[src/rtl/sfr_pkg.sv]
// ----------------------------------------------------------------------------
// sfr_pkg: shared types and constants for the serial frame receiver
// Event modes, reply codes, send events, register indexes and the
// control structures that pass between the receive and send sections.
// ----------------------------------------------------------------------------
package sfr_pkg;

   localparam logic [1:0] MODE_BYTE = 2'd0;
   localparam logic [1:0] MODE_TICK = 2'd1;
   localparam logic [1:0] MODE_SENT = 2'd2;

   localparam logic [7:0] REPLY_CRC_BAD   = 8'd0;
   localparam logic [7:0] REPLY_TIMEOUT   = 8'd2;
   localparam logic [7:0] REPLY_BAD_START = 8'd3;
   localparam logic [7:0] REPLY_GOOD      = 8'd255;

   localparam logic [7:0] BYTE_RESEND = 8'd0;
   localparam logic [7:0] BYTE_ACK    = 8'd255;
   localparam logic [7:0] LEN_FLOOR   = 8'd3;

   localparam logic [1:0] SEND_EV_NONE    = 2'd0;
   localparam logic [1:0] SEND_EV_RESEND  = 2'd1;
   localparam logic [1:0] SEND_EV_SUCCESS = 2'd2;
   localparam logic [1:0] SEND_EV_FAIL    = 2'd3;

   localparam logic [1:0] CSR_MIN_LEN   = 2'd0;
   localparam logic [1:0] CSR_MAX_LEN   = 2'd1;
   localparam logic [1:0] CSR_TIMEOUT   = 2'd2;
   localparam logic [1:0] CSR_RETRY_LIM = 2'd3;

   localparam logic [7:0]  MIN_LEN_RESET   = 8'd10;
   localparam logic [7:0]  MAX_LEN_RESET   = 8'd66;
   localparam logic [15:0] TIMEOUT_RESET   = 16'd1000;
   localparam logic [3:0]  RETRY_LIM_RESET = 4'd3;

   localparam logic [7:0]  CRC_BYTES = 8'd2;
   localparam logic [15:0] CRC_POLY  = 16'hA001;

   typedef struct packed {
      logic       reply_valid;
      logic [7:0] reply_code;
      logic       write_valid;
      logic [7:0] write_index;
      logic [7:0] write_byte;
      logic       frame_done;
      logic       frame_good;
   } rx_result_type;

   typedef struct packed {
      logic tick;
      logic sent;
      logic resend;
      logic ack;
   } tx_request_type;

endpackage

[src/rtl/sfr_crc.sv]
// ----------------------------------------------------------------------------
// sfr_crc: one-byte CRC-16 update
// Reflected polynomial 0xA001, eight bit steps on a 16-bit value.
// ----------------------------------------------------------------------------
module sfr_crc (
   input  logic [15:0] crc_in,
   input  logic [7:0]  data_in,
   output logic [15:0] crc_out
);
   import sfr_pkg::*;

   always_comb begin
      logic [15:0] c;
      c = crc_in ^ {8'd0, data_in};
      for (int k = 0; k < 8; k++) begin
         if (c[0]) begin
            c = (c >> 1) ^ CRC_POLY;
         end else begin
            c = c >> 1;
         end
      end
      crc_out = c;
   end

endmodule

[src/rtl/sfr_rx.sv]
// ----------------------------------------------------------------------------
// sfr_rx: frame receive section
// Tracks position within a length-prefixed frame, runs the CRC over the
// body, checks the trailing CRC and times out a stalled frame.
// ----------------------------------------------------------------------------
module sfr_rx (
   input  logic                  clock,
   input  logic                  reset,
   input  logic                  accept,
   input  logic [1:0]            mode,
   input  logic [7:0]            rx_byte,
   input  logic [7:0]            min_len,
   input  logic [7:0]            max_len,
   input  logic [15:0]           timeout_ticks,
   output logic                  pos_zero,
   output sfr_pkg::rx_result_type result
);
   import sfr_pkg::*;

   logic [7:0]  position_ff, position_in;
   logic [7:0]  frame_length_ff, frame_length_in;
   logic [15:0] running_crc_ff, running_crc_in;
   logic [7:0]  crc_high_ff, crc_high_in;
   logic        receiving_ff, receiving_in;
   logic [15:0] receive_timer_ff, receive_timer_in;

   logic [15:0] crc_base;
   logic [15:0] crc_next;
   logic [7:0]  len_eff;
   logic [7:0]  body;

   assign pos_zero = (position_ff == 8'd0);
   assign crc_base = pos_zero ? 16'd0 : running_crc_ff;
   assign len_eff  = pos_zero ? rx_byte : frame_length_ff;
   assign body     = len_eff - CRC_BYTES;

   sfr_crc u_crc (
      .crc_in  (crc_base),
      .data_in (rx_byte),
      .crc_out (crc_next)
   );

   always_comb begin
      logic build;
      build            = 1'b0;
      result           = '0;
      position_in      = position_ff;
      frame_length_in  = frame_length_ff;
      running_crc_in   = running_crc_ff;
      crc_high_in      = crc_high_ff;
      receiving_in     = receiving_ff;
      receive_timer_in = receive_timer_ff;
      if (accept) begin
         case (mode)
            MODE_BYTE: begin
               build = 1'b1;
               if (pos_zero) begin
                  build = 1'b0;
                  if (rx_byte == BYTE_RESEND || rx_byte == BYTE_ACK) begin
                     // handled by the send section
                  end else if (rx_byte < LEN_FLOOR || rx_byte < min_len ||
                               rx_byte > max_len) begin
                     result.reply_valid = 1'b1;
                     result.reply_code  = REPLY_BAD_START;
                  end else begin
                     receiving_in     = 1'b1;
                     receive_timer_in = 16'd0;
                     frame_length_in  = rx_byte;
                     build            = 1'b1;
                  end
               end
               if (build) begin
                  result.write_valid = 1'b1;
                  result.write_index = position_ff;
                  result.write_byte  = rx_byte;
                  if (position_ff < body) begin
                     running_crc_in = crc_next;
                     position_in    = position_ff + 8'd1;
                  end else if (position_ff == body) begin
                     crc_high_in = rx_byte;
                     position_in = position_ff + 8'd1;
                  end else begin
                     result.reply_valid = 1'b1;
                     result.frame_done  = 1'b1;
                     if ({crc_high_ff, rx_byte} == running_crc_ff) begin
                        result.reply_code = REPLY_GOOD;
                        result.frame_good = 1'b1;
                     end else begin
                        result.reply_code = REPLY_CRC_BAD;
                     end
                     receiving_in = 1'b0;
                     position_in  = 8'd0;
                  end
               end
            end
            MODE_TICK: begin
               if (receiving_ff) begin
                  if (receive_timer_ff >= timeout_ticks) begin
                     result.reply_valid = 1'b1;
                     result.reply_code  = REPLY_TIMEOUT;
                     result.frame_done  = 1'b1;
                     receiving_in       = 1'b0;
                     position_in        = 8'd0;
                  end else begin
                     receive_timer_in = receive_timer_ff + 16'd1;
                  end
               end
            end
            default: begin
            end
         endcase
      end
   end

   always_ff @(posedge clock) begin
      if (reset) begin
         position_ff      <= '0;
         frame_length_ff  <= '0;
         running_crc_ff   <= '0;
         crc_high_ff      <= '0;
         receiving_ff     <= 1'b0;
         receive_timer_ff <= '0;
      end else begin
         position_ff      <= position_in;
         frame_length_ff  <= frame_length_in;
         running_crc_ff   <= running_crc_in;
         crc_high_ff      <= crc_high_in;
         receiving_ff     <= receiving_in;
         receive_timer_ff <= receive_timer_in;
      end
   end

endmodule

[src/rtl/sfr_tx.sv]
// ----------------------------------------------------------------------------
// sfr_tx: send supervision
// Watches the pending outgoing frame: resend requests, acknowledge,
// send timeout with a bounded number of retries.
// ----------------------------------------------------------------------------
module sfr_tx (
   input  logic                   clock,
   input  logic                   reset,
   input  sfr_pkg::tx_request_type req,
   input  logic [15:0]            timeout_ticks,
   input  logic [3:0]             retry_limit,
   output logic [1:0]             send_event
);
   import sfr_pkg::*;

   logic        sending_ff, sending_in;
   logic [15:0] send_timer_ff, send_timer_in;
   logic [4:0]  retry_count_ff, retry_count_in;
   logic [4:0]  retry_inc;

   assign retry_inc = retry_count_ff + 5'd1;

   always_comb begin
      send_event     = SEND_EV_NONE;
      sending_in     = sending_ff;
      send_timer_in  = send_timer_ff;
      retry_count_in = retry_count_ff;
      if (req.resend && sending_ff) begin
         send_event = SEND_EV_RESEND;
      end
      if (req.ack && sending_ff) begin
         send_event = SEND_EV_SUCCESS;
         sending_in = 1'b0;
      end
      if (req.tick && sending_ff) begin
         if (send_timer_ff >= timeout_ticks) begin
            retry_count_in = retry_inc;
            if (retry_inc <= {1'b0, retry_limit}) begin
               send_event    = SEND_EV_RESEND;
               send_timer_in = 16'd0;
            end else begin
               send_event = SEND_EV_FAIL;
               sending_in = 1'b0;
            end
         end else begin
            send_timer_in = send_timer_ff + 16'd1;
         end
      end
      if (req.sent) begin
         if (!sending_ff) begin
            sending_in     = 1'b1;
            retry_count_in = 5'd0;
         end
         send_timer_in = 16'd0;
      end
   end

   always_ff @(posedge clock) begin
      if (reset) begin
         sending_ff     <= 1'b0;
         send_timer_ff  <= '0;
         retry_count_ff <= '0;
      end else begin
         sending_ff     <= sending_in;
         send_timer_ff  <= send_timer_in;
         retry_count_ff <= retry_count_in;
      end
   end

endmodule

[src/rtl/serial_frame_receiver_crc16.sv]
// ----------------------------------------------------------------------------
// serial_frame_receiver_crc16: length-prefixed frame receiver with CRC-16
// Top level: configuration registers, receive and send sections, result
// register toward the consumer.
// ----------------------------------------------------------------------------
// Usage:
//   Each req_ transaction is one event: a received byte (mode 0), a one
//   millisecond tick (mode 1) or a frame-sent notice (mode 2). Every
//   accepted event produces exactly one rsp_ transaction carrying reply,
//   frame-buffer write, frame status and send event fields.
//   The result of an event accepted at one edge is registered and
//   presented on rsp_ after that edge. Throughput is one event per cycle
//   while req_stall is low; state and CRC update in a single pass between
//   the input and the result register.
//   When the consumer holds rsp_stall, the result register keeps its
//   contents and req_stall is raised only while that register is full and
//   stalled; a waiting result does not block an event whose result can
//   replace it in the same cycle.
//   csr_ writes (index 0 min length, 1 max length, 2 timeout ticks,
//   3 retry limit) are always ready and belong in idle periods.
//   Reset (synchronous) clears all frame and send state, empties the
//   result register and restores the register defaults 10, 66, 1000, 3.
// ----------------------------------------------------------------------------
module serial_frame_receiver_crc16 (
   input  logic        clock,
   input  logic        reset,
   input  logic        req_valid,
   output logic        req_stall,
   input  logic [1:0]  req_mode,
   input  logic [7:0]  req_rx_byte,
   output logic        rsp_valid,
   input  logic        rsp_stall,
   output logic        rsp_reply_valid,
   output logic [7:0]  rsp_reply_code,
   output logic        rsp_write_valid,
   output logic [7:0]  rsp_write_index,
   output logic [7:0]  rsp_write_byte,
   output logic        rsp_frame_done,
   output logic        rsp_frame_good,
   output logic [1:0]  rsp_send_event,
   input  logic        csr_valid,
   output logic        csr_ready,
   input  logic [1:0]  csr_index,
   input  logic [15:0] csr_data
);
   import sfr_pkg::*;

   logic [7:0]  min_len_ff;
   logic [7:0]  max_len_ff;
   logic [15:0] timeout_ff;
   logic [3:0]  retry_lim_ff;

   logic           accept;
   logic           pos_zero;
   rx_result_type  rx_res;
   tx_request_type tx_req;
   logic [1:0]     send_event;

   rx_result_type  res_ff;
   logic [1:0]     send_event_ff;
   logic           rsp_valid_ff, rsp_valid_in;

   assign csr_ready = 1'b1;
   assign req_stall = rsp_valid_ff & rsp_stall;
   assign accept    = req_valid & ~req_stall;

   always_ff @(posedge clock) begin
      if (reset) begin
         min_len_ff   <= MIN_LEN_RESET;
         max_len_ff   <= MAX_LEN_RESET;
         timeout_ff   <= TIMEOUT_RESET;
         retry_lim_ff <= RETRY_LIM_RESET;
      end else if (csr_valid && csr_ready) begin
         case (csr_index)
            CSR_MIN_LEN:   min_len_ff   <= csr_data[7:0];
            CSR_MAX_LEN:   max_len_ff   <= csr_data[7:0];
            CSR_TIMEOUT:   timeout_ff   <= csr_data;
            CSR_RETRY_LIM: retry_lim_ff <= csr_data[3:0];
            default: begin
            end
         endcase
      end
   end

   sfr_rx u_rx (
      .clock         (clock),
      .reset         (reset),
      .accept        (accept),
      .mode          (req_mode),
      .rx_byte       (req_rx_byte),
      .min_len       (min_len_ff),
      .max_len       (max_len_ff),
      .timeout_ticks (timeout_ff),
      .pos_zero      (pos_zero),
      .result        (rx_res)
   );

   always_comb begin
      tx_req.tick   = accept && (req_mode == MODE_TICK);
      tx_req.sent   = accept && (req_mode == MODE_SENT);
      tx_req.resend = accept && (req_mode == MODE_BYTE) && pos_zero &&
                      (req_rx_byte == BYTE_RESEND);
      tx_req.ack    = accept && (req_mode == MODE_BYTE) && pos_zero &&
                      (req_rx_byte == BYTE_ACK);
   end

   sfr_tx u_tx (
      .clock         (clock),
      .reset         (reset),
      .req           (tx_req),
      .timeout_ticks (timeout_ff),
      .retry_limit   (retry_lim_ff),
      .send_event    (send_event)
   );

   assign rsp_valid_in = accept | (rsp_valid_ff & rsp_stall);

   always_ff @(posedge clock) begin
      if (reset) begin
         rsp_valid_ff <= 1'b0;
      end else begin
         rsp_valid_ff <= rsp_valid_in;
      end
   end

   always_ff @(posedge clock) begin
      if (accept) begin
         res_ff        <= rx_res;
         send_event_ff <= send_event;
      end
   end

   assign rsp_valid       = rsp_valid_ff;
   assign rsp_reply_valid = res_ff.reply_valid;
   assign rsp_reply_code  = res_ff.reply_code;
   assign rsp_write_valid = res_ff.write_valid;
   assign rsp_write_index = res_ff.write_index;
   assign rsp_write_byte  = res_ff.write_byte;
   assign rsp_frame_done  = res_ff.frame_done;
   assign rsp_frame_good  = res_ff.frame_good;
   assign rsp_send_event  = send_event_ff;

   // every accepted transaction yields a result on the next cycle
   a_accept_result: assert property (@(posedge clock) disable iff (reset)
      accept |=> rsp_valid)
      else $error("accepted transaction produced no result");

   a_good_needs_done: assert property (@(posedge clock) disable iff (reset)
      (rsp_valid && rsp_frame_good) |-> (rsp_frame_done && rsp_reply_valid &&
         rsp_reply_code == REPLY_GOOD))
      else $error("frame_good without good completion");

   a_bad_start_no_write: assert property (@(posedge clock) disable iff (reset)
      (rsp_valid && rsp_reply_valid && rsp_reply_code == REPLY_BAD_START)
         |-> (!rsp_write_valid && !rsp_frame_done))
      else $error("refused length byte was stored");

   a_done_reply: assert property (@(posedge clock) disable iff (reset)
      (rsp_valid && rsp_frame_done && !rsp_frame_good) |-> (rsp_reply_valid &&
         (rsp_reply_code == REPLY_CRC_BAD || rsp_reply_code == REPLY_TIMEOUT)))
      else $error("abandoned frame without matching reply");

endmodule

[config.mk]
export PLATFORM = sky130hd
export DESIGN_NAME = serial_frame_receiver_crc16
export DESIGN_NICKNAME = d
export VERILOG_FILES = /design/src/rtl/sfr_pkg.sv /design/src/rtl/sfr_crc.sv /design/src/rtl/sfr_rx.sv /design/src/rtl/sfr_tx.sv /design/src/rtl/serial_frame_receiver_crc16.sv
export SDC_FILE = /design/constraint.sdc
export NUM_CORES = 1
export LEC_CHECK = 0
export ABC_AREA = 0
export ABC_CLOCK_PERIOD_IN_PS = 12050
export BUFFER_PORTS_ARGS = -buffer_cell sky130_fd_sc_hd__buf_2
export CAP_MARGIN = 25
export CORE_MARGIN = 2
export CORE_UTILIZATION = 55
export DETAILED_ROUTE_END_ITERATION = 16
export GPL_TIMING_DRIVEN = 1
export PLACE_DENSITY_LB_ADDON = 0.08
export SLEW_MARGIN = 20
export SYNTH_ARGS = -nofsm -noshare
export SYNTH_HDL_FRONTEND = slang
export SYNTH_SLANG_ARGS = --single-unit
[constraint.sdc]
create_clock -name clock -period 12.05 [get_ports clock]
set_input_delay 1.8075 -clock clock [delete_from_list [all_inputs] [get_ports clock]]
set_output_delay 1.8075 -clock clock [all_outputs]
set_load 0.05 [all_outputs]
==> results of run 1 <==
==> placed cells by master (no fill, tap or decap), drive strengths merged, types with 8 or more instances in the layout <==
cell and count:
and3 23, xor2 16, nand4 23, edfxtp 25, nand3b 10, o211ai 8, ha 65, o21a 8
dfxtp 116, clkbuf 17, xnor2 45, mux2i 39, nor2 98, o31ai 11, or4 10, nand2b 10
buf 71, nand2 77, o21ai 19, and2 14, nand3 22, a311oi 9, a21oi 67, or3 12
nor3 10, inv 54, a21o 20
==> cells in the mapped netlist (9+ instances only) <==
library cell	number
edfxtp_1	25
nor2_1	98
dfxtp_1	116
mux2i_1	39
a21o_1	20
nand3b_1	10
and2_1	14
nand2b_1	10
nand2_1	77
buf_2	10
a311oi_1	9
xnor2_1	45
or4_1	10
or3_1	12
inv_1	54
o21ai_0	17
and3_1	22
nand3_1	22
a21oi_1	67
o31ai_1	11
xor2_1	16
ha_1	65
nand4_1	23
clkbuf_1	27
nor3_1	10
==> worst max-delay path: cells and delay by family (launching register included) <==
kind / cells / cell delay, ns
AO/OA/AOI/OAI: 5 / 1.28
adder cells (fa/ha/maj): 3 / 0.65
XOR/XNOR: 1 / 0.16
multiplexers: 1 / 0.45
buffers and inverters: 1 / 0.13
flip-flops: 1 / 0.33
AND/OR/NAND/NOR: 6 / 2.32
==> final cells by class <==
type	instances	share of cell area, %
Sequential cell	141	33.5
Multi-Input combinational cell	679	50.4
Timing Repair Buffer	71	4.04
Tap cell	184	2.51
Clock buffer	17	4.64
Clock inverter	15	2.71
Inverter	55	2.25
==> through the flow <==
stage / std cells / power [uW] / utilization [%] / instance area (um^2)
6_report: 1162 / 1230 / 63.4 / 9180
5_1_grt: 1162 / 1270 / 63.4 / 9180
4_1_cts: 1160 / 1240 / 63.2 / 9160
3_5_place_dp: 1128 / 633 / 58.6 / 8480
3_3_place_gp: 1127 / 630 / 58.6 / 8480
2_1_floorplan: 922 / 601 / - / 8110
==> registers in the layout (all words and copies together) (netlist names), 16 cells and up <==
name / cells
u_rx.running_crc_ff: 16
u_rx.receive_timer_ff: 16
u_tx.send_timer_ff: 16
timeout_ff: 16
==> report_power, final <==
| part | internal [uW] | leakage [uW] | switching [uW] | total (uW) |
|---|---|---|---|---|
| registers | 491 | 0.00119 | 5.29 | 496 |
| clock network | 405 | 0.000320 | 202 | 607 |
| logic | 43.5 | 0.00236 | 85.7 | 129 |
| total | 939 | 0.00387 | 293 | 1230 |
==> layer usage <==
metal / global-route usage [%] / vias up
met5: 0 / -
li1: - / 3351
met2: 39.1 / 180
met4: 8.69 / 0
met3: 4.49 / 25
met1: 35.8 / 3238
==> worst max path at each step <==
stage / to / slack [ns]
global placement: u_rx.position_ff[6] / 6.74
floorplan: u_rx.receive_timer_ff[5] / 7.18
global route: u_rx.position_ff[6] / 6.12
CTS: u_rx.position_ff[6] / 6.62
detailed placement: u_rx.position_ff[6] / 6.56
finish: u_rx.position_ff[6] / 6.60
==> cell families (layout without fill, tap and decap cells) <==
kind of cell	count (synthesis)	in the layout	synth area share, %
XOR/XNOR	62	62	6.86
AND/OR/NAND/NOR	328	328	20.2
adder cells (fa/ha/maj)	65	65	10.0
AO/OA/AOI/OAI	184	184	14.9
multiplexers	39	39	4.81
flip-flops	141	141	37.9
other	1	1	0.0462
buffers and inverters	102	158	5.34
==> impl_metrics.json, run 1 <==
{
  "status": "finished clean",
  "wl_per_cell_um": 16.9,
  "finalClockSkew_ns": 0.00646,
  "drc": 0,
  "period_minus_slack_ns": 5.45,
  "cts_resized": 0,
  "antenna_found_initial": 0,
  "crit_fanout": 19,
  "synth_edf_count": 25,
  "fmax_mhz": 184,
  "worstHoldStart": "timeout_ff[2]",
  "synth-seq-cells": 141,
  "pin_count": 66,
  "place.gp.congestion": 0.888,
  "postCtsHoldBufs": 0,
  "finalSetupTns_ns": 0,
  "dp_hpwl_mm": 14.1,
  "crit_arrival_ns": 5.76,
  "path_cells": "inv_1, ha_1, nor4b_2, nand2_1, mux2i_1, ha_1, o21ai_0, nor2_1, xor2_1, ha_1, nand4_1, a21oi_1, a211oi_1, nor2_1, nor2_1, a41oi_1, a311oi_1",
  "post_cts_buffers": 0,
  "grt_pass1_vias": 6540,
  "reg2regPathDepth": 17,
  "maxCapViolations": 0,
  "hold_slack_ns": 0.455,
  "post-place-ws_ns": 6.56,
  "clock-sinks": 141,
  "hold_viol_final": 0,
  "antenna_left": 0,
  "clkLatencyLatePin_ns": 0.42,
  "synth_cell_types": 61,
  "synthToLayoutAreaGrowth_pct": 13.1,
  "rows": 44,
  "clockBufferDepth": 2,
  "slew_headroom_pct": 30.2,
  "initial_core_util_pct": 56.0,
  "fp.dieW_um": 125,
  "cts_buffers": 17,
  "p_per_area_mw_per_mm2": 134,
  "dieHeight_um": 125,
  "worst_setup_path_startpoint": "u_rx.position_ff[0]",
  "max_stage_delay_ns": 0.63,
  "cts.clk_slew.worst_paths_ns": 0.06,
  "drt_wl_total_mm": 19.6,
  "drtPass1Iterations": 4,
  "cts_tree": "done",
  "cp-end-kind": "flop",
  "crit_required_ns": 12.37,
  "power.leakage_uw": 0.00387,
  "nets": 1063,
  "vdd_drop_max_mv": 0.102,
  "overflow": 0,
  "avgSynthCellArea_um2": 8.80,
  "fin_ws_ns": 6.60,
  "grt_pass1_wl_mm": 32.4,
  "timing.final.crit_share_pct": 45.2,
  "seq_area_mm2": 0.00307,
  "synth_area_mm2": 0.00811,
  "reg2reg_from": "u_rx.position_ff[0]",
  "r2r_end": "u_rx.position_ff[6]",
  "vias_per_cell": 5.85,
  "synthArstFlopShare_pct": 0,
  "ys_seq_area_share_pct": 37.9,
  "die-area_mm2": 0.0157,
  "route.met3.wl_um": 835,
  "synth_area_leader_cell": "dfxtp_1",
  "hold_depth": 2,
  "drtIter0Drc": 512,
  "final_layout_size_suffix_gt1_share_pct": 11.9,
  "fillers": 1191,
  "slew_viol_final": 0,
  "syn-num-nets": 1020,
  "h-tree-depth": 4,
  "synth_top_cell_area_share_pct": 28.6,
  "multi_input_area_mm2": 0.00462,
  "wl_met1_mm": 9.67,
  "antenna_cells": 0,
  "grt_max_degree": 89,
  "rsz0062_at_grt": "false",
  "portBuffers": 64,
  "critPathKind": "flop to flop",
  "worst_pin_slew_ns": 1.04,
  "critPathSlowestCell": "nand2_1",
  "grt_use_total_pct": 25.3,
  "synth_ff_type": "dfxtp_1",
  "hp-class": "flop to flop",
  "ys_top_cells_by_area": "dfxtp_1 (29%), ha_1 (10%), edfxtp_1 (9.3%)",
  "syn_inst": 922,
  "min_to": "timeout_ff[2]",
  "wl_met2_mm": 8.84,
  "final-setup-viol-count": 0,
  "cts_root_buf": "clkbuf_16",
  "dr.max_layer_used": "met4",
  "ys_warn_count": 0,
  "start_kind": "flop",
  "vias": 6794,
  "core_area_mm2": 0.0145,
  "r2r_slack_ns": 6.60
}
(Power assumes the default switching activity.)
==> run 2, diff against run 1 <==
Settings changed: ABC_CLOCK_PERIOD_IN_PS 12050 to 5100.
Clock period 12.05 ns to 5.1 ns, I/O delays scaled along.
==> impl_metrics.json, run 2 (synthesis gave the netlist of run 1 again) <==
{
  "status": "finished clean",
  "antenna_cells": 0,
  "timing.final.crit_share_pct": 89.5,
  "final_cell_mix": "dfxtp_1 (116), nor2_1 (97), nand2_1 (76)",
  "drt_wl_total_mm": 19.7,
  "clockBufferDepth": 2,
  "hold_depth": 2,
  "slew_headroom_pct": 44.5,
  "crit_required_ns": 5.41,
  "grt_pass1_wl_mm": 32.8,
  "critPathSlowestCell": "nor4b_2",
  "worst_pin_slew_ns": 0.826,
  "antenna_found_initial": 0,
  "period_minus_slack_ns": 4.57,
  "slew_viol_final": 0,
  "grt_pass1_vias": 6657,
  "start_kind": "flop",
  "antenna_left": 0,
  "nets": 1066,
  "post_cts_buffers": 0,
  "fmax_mhz": 219,
  "cts_resized": 0,
  "critPathKind": "flop to flop",
  "vias_per_cell": 5.93,
  "synthToLayoutAreaGrowth_pct": 13.2,
  "clkLatencyLatePin_ns": 0.43,
  "rows": 44,
  "min_to": "timeout_ff[10]",
  "core_area_mm2": 0.0145,
  "cts_root_buf": "clkbuf_16",
  "max_stage_delay_ns": 0.49,
  "r2r_slack_ns": 0.53,
  "clock-sinks": 141,
  "drtPass1Iterations": 6,
  "finalClockSkew_ns": 0.00972,
  "place.gp.congestion": 0.903,
  "initial_core_util_pct": 56.0,
  "fin_ws_ns": 0.534,
  "r2r_end": "u_rx.position_ff[5]",
  "crit_arrival_ns": 4.88,
  "cts.clk_slew.worst_paths_ns": 0.06,
  "p_per_area_mw_per_mm2": 307,
  "path_cells": "inv_1, ha_1, nor4b_2, nand2_2, mux2i_1, ha_1, o21ai_0, nor2_1, xor2_1, ha_1, nand4_1, a21oi_1, a211oi_2, nor2_1, nor2_2, a21oi_1, a311oi_1",
  "portBuffers": 64,
  "pin_count": 66,
  "wl_per_cell_um": 17.0,
  "worstHoldStart": "timeout_ff[10]",
  "post-place-ws_ns": 0.157,
  "hold_viol_final": 0,
  "die-area_mm2": 0.0157,
  "h-tree-depth": 4,
  "final-setup-viol-count": 0,
  "vdd_drop_max_mv": 0.250,
  "drc": 0,
  "fin_util_pct": 63.4,
  "reg2reg_from": "u_rx.position_ff[0]",
  "final_common_cell": "dfxtp_1",
  "finalSetupTns_ns": 0,
  "cp-end-kind": "flop",
  "crit_fanout": 10,
  "rsz0062_at_grt": "false",
  "hp-class": "flop to flop",
  "final_layout_size_suffix_gt1_share_pct": 12.9,
  "path_common_cell": "ha_1",
  "power.leakage_uw": 0.00387,
  "reg2regPathDepth": 17,
  "grt_use_total_pct": 25.5,
  "fillers": 1197,
  "seq_area_mm2": 0.00307,
  "grt_max_degree": 46,
  "vias": 6912,
  "cts_buffers": 17,
  "cts_tree": "done",
  "dp_hpwl_mm": 14.4,
  "maxCapViolations": 0,
  "multi_input_area_mm2": 0.00463,
  "postCtsHoldBufs": 0,
  "dieHeight_um": 125,
  "fp.dieW_um": 125,
  "drtIter0Drc": 725,
  "overflow": 0
}
run 2: changes by cell type in the layout (fill, tap and decap cells not counted), sizes merged:
cell,change
buf,+3
bufinv,-4
clkbuf,+3
clkinv,-2
clkinvlp,+2
inv,+1
run 2: layer usage:
layer	part of all wire, %	routed length [um]	track usage [%]	vias up
met5	0	0	0	-
met4	1.5	292	7.71	0
met3	5.2	1030	5.05	29
met2	45	8790	39.6	211
met1	49	9630	36.1	3320
li1	-	-	-	3352
run 2: metrics by stage:
step | cells | instance area [um^2] | hold WS, ns | total power, uW
2_1_floorplan | 922 | 8110 | 0.435 | 1420
3_3_place_gp | 1131 | 8510 | 0.444 | 1490
3_5_place_dp | 1132 | 8520 | 0.450 | 1500
4_1_cts | 1164 | 9170 | 0.458 | 2830
5_1_grt | 1165 | 9180 | 0.475 | 2910
6_report | 1165 | 9180 | 0.457 | 2820
run 2: worst max-delay path: cells and delay by family, from the launching register on:
kind            cells  cell delay, ns
xor+xnor            1            0.18
mux                 1            0.30
simple gates        6            1.75
buf+inv             1            0.14
fa+ha+maj           3            0.67
flops               1            0.33
compound gates      5            1.08
run 2: cell type report:
| cell class | count | share of cell area [%] |
|---|---|---|
| clock buffer | 20 | 5.33 |
| tap | 184 | 2.51 |
| clock inverter | 12 | 1.70 |
| inverter | 55 | 2.25 |
| timing repair buffer | 74 | 4.32 |
| multi-input combinational | 679 | 50.4 |
| sequential | 141 | 33.5 |
run 2: worst max path at each step:
stage,from,to,slack [ns],depth (start not counted)
5_1_grt,u_rx.position_ff[0],u_rx.position_ff[5],0.08,17
4_1_cts,u_rx.position_ff[0],u_rx.position_ff[7],0.14,17
6_report,u_rx.position_ff[0],u_rx.position_ff[5],0.53,17
3_3_place_gp,u_rx.position_ff[0],u_rx.position_ff[6],0.62,17
3_5_place_dp,u_rx.position_ff[0],u_rx.position_ff[7],0.16,17
2_1_floorplan,u_rx.position_ff[0],u_rx.position_ff[6],0.98,16
run 2: power breakdown:
group	internal [uW]	total [uW]	switching, uW	leakage [uW]
logic	104	306	202	0.00238
clock network	842	1340	502	0.000305
registers	1160	1170	12.4	0.00119
total	2110	2820	716	0.00387
==> run 3, diff against run 2 <==
Settings changed: MAX_ROUTING_LAYER from default to met4.
==> impl_metrics.json, run 3 (synthesis gave the netlist of run 1 again) <==
{
  "drtIter0Drc": 641,
  "hold_viol_final": 0,
  "finalSetupTns_ns": 0,
  "hold_depth": 2,
  "p_per_area_mw_per_mm2": 307,
  "crit_required_ns": 5.41,
  "antenna_cells": 0,
  "cts.clk_slew.worst_paths_ns": 0.06,
  "wl_per_cell_um": 17.0,
  "period_minus_slack_ns": 4.57,
  "pin_count": 66,
  "grt_pass1_wl_mm": 32.8,
  "vdd_drop_max_mv": 0.249,
  "nets": 1066,
  "finalClockSkew_ns": 0.00635,
  "h-tree-depth": 4,
  "grt_max_degree": 46,
  "clkLatencyLatePin_ns": 0.42,
  "worst_setup_path_startpoint": "u_rx.position_ff[0]",
  "power.leakage_uw": 0.00387,
  "dp_hpwl_mm": 14.4,
  "grt_use_total_pct": 26.3,
  "clock-sinks": 141,
  "rsz0062_at_grt": "false",
  "cts_buffers": 17,
  "overflow": 0,
  "fmax_mhz": 219,
  "slew_headroom_pct": 44.6,
  "final_common_cell": "dfxtp_1",
  "cts_root_buf": "clkbuf_16",
  "worstHoldStart": "timeout_ff[10]",
  "cp-end-kind": "flop",
  "seq_power_share_pct": 41.6,
  "drtPass1Iterations": 5,
  "grt_pass1_vias": 6641,
  "crit_fanout": 10,
  "slew_viol_final": 0,
  "reg2regPathDepth": 17,
  "maxCapViolations": 0,
  "synthToLayoutAreaGrowth_pct": 13.2,
  "cts_resized": 0,
  "die-area_mm2": 0.0157,
  "vias": 6866,
  "initial_core_util_pct": 56.0,
  "final-setup-viol-count": 0,
  "post_cts_buffers": 0,
  "cts_tree": "done",
  "start_kind": "flop",
  "clockBufferDepth": 2,
  "reg2reg_from": "u_rx.position_ff[0]",
  "final_cell_mix": "dfxtp_1 (116), nor2_1 (97), nand2_1 (76)",
  "antenna_found_initial": 0,
  "postCtsHoldBufs": 0,
  "switchingPower_uw": 715,
  "rows": 44,
  "fillers": 1197,
  "final_layout_size_suffix_gt1_share_pct": 12.9,
  "fp.dieW_um": 125,
  "clkPwrFrac_pct": 47.6,
  "timing.final.crit_share_pct": 89.5,
  "status": "finished clean",
  "hp-class": "flop to flop",
  "core_area_mm2": 0.0145,
  "r2r_slack_ns": 0.53,
  "antenna_left": 0,
  "drc": 0,
  "place.gp.congestion": 0.919,
  "crit_arrival_ns": 4.88,
  "switching_share_pct": 25.3,
  "drt_wl_total_mm": 19.8,
  "dieHeight_um": 125,
  "worst_pin_slew_ns": 0.825,
  "total_power_uw": 2820,
  "critPathKind": "flop to flop",
  "r2r_end": "u_rx.position_ff[5]",
  "power.internal_uw": 2110,
  "combPwrFrac_pct": 10.9,
  "min_to": "timeout_ff[10]",
  "portBuffers": 64,
  "vias_per_cell": 5.89
}
## run 3: cell counts in the layout (fill, tap and decap cells not counted)
Identical to the previous run, type by type.
## run 3: how the worst max path moves through the flow
stage | cells past startpoint | end
floorplan | 16 | u_rx.position_ff[6]
global placement | 17 | u_rx.position_ff[6]
detailed placement | 17 | u_rx.position_ff[7]
CTS | 17 | u_rx.position_ff[7]
global route | 17 | u_rx.position_ff[5]
finish | 17 | u_rx.position_ff[5]
## run 3: stage by stage
step | hold slack [ns] | area (um^2) | cells | util, % | worst slack, ns
finish | 0.456 | 9180 | 1165 | 63.4 | 0.533
detailed placement | 0.450 | 8520 | 1132 | 58.8 | 0.157
CTS | 0.458 | 9170 | 1164 | 63.3 | 0.143
floorplan | 0.435 | 8110 | 922 | - | 0.975
global route | 0.475 | 9180 | 1165 | 63.4 | 0.0756
global placement | 0.444 | 8510 | 1131 | 58.8 | 0.620
## run 3: power groups by stage
stage                     Combinational, uW  Clock [uW]  Sequential, uW
after global placement                  293           0            1200
after detailed placement                303           0            1200
after CTS                               304        1360            1170
after global routing                    334        1400            1170
final                                   306        1340            1170
after floorplan                         186           0            1230
## run 3: metal layers
layer  vias to the layer above  wire, um  global-route usage, %
li1                       3358         -                      -
met1                      3276      9640                   36.4
met2                       202      8840                   39.7
met3                        30      1010                   4.71
met4                         0       255                   7.52
met5                         -         0                      -
## run 3: area by class of cell
class                      instances  area, um^2  share of cell area, %
tap                              184         230                   2.51
clock inverter                    12         156                   1.70
sequential                       141        3070                   33.5
multi-input combinational        679        4630                   50.4
timing repair buffer              74         397                   4.32
inverter                          55         206                   2.25
clock buffer                      20         489                   5.33
## run 3: worst max-delay path, cell delays in order, from the launching register on
cell and delay (ns):
dfxtp_1 0.33, inv_1 0.14, ha_1 0.17, nor4b_2 0.49
nand2_2 0.27, mux2i_1 0.30, ha_1 0.22, o21ai_0 0.13
nor2_1 0.16, xor2_1 0.18, ha_1 0.28, nand4_1 0.19
a21oi_1 0.10, a211oi_2 0.39, nor2_1 0.24, nor2_2 0.39
a21oi_1 0.13, a311oi_1 0.33
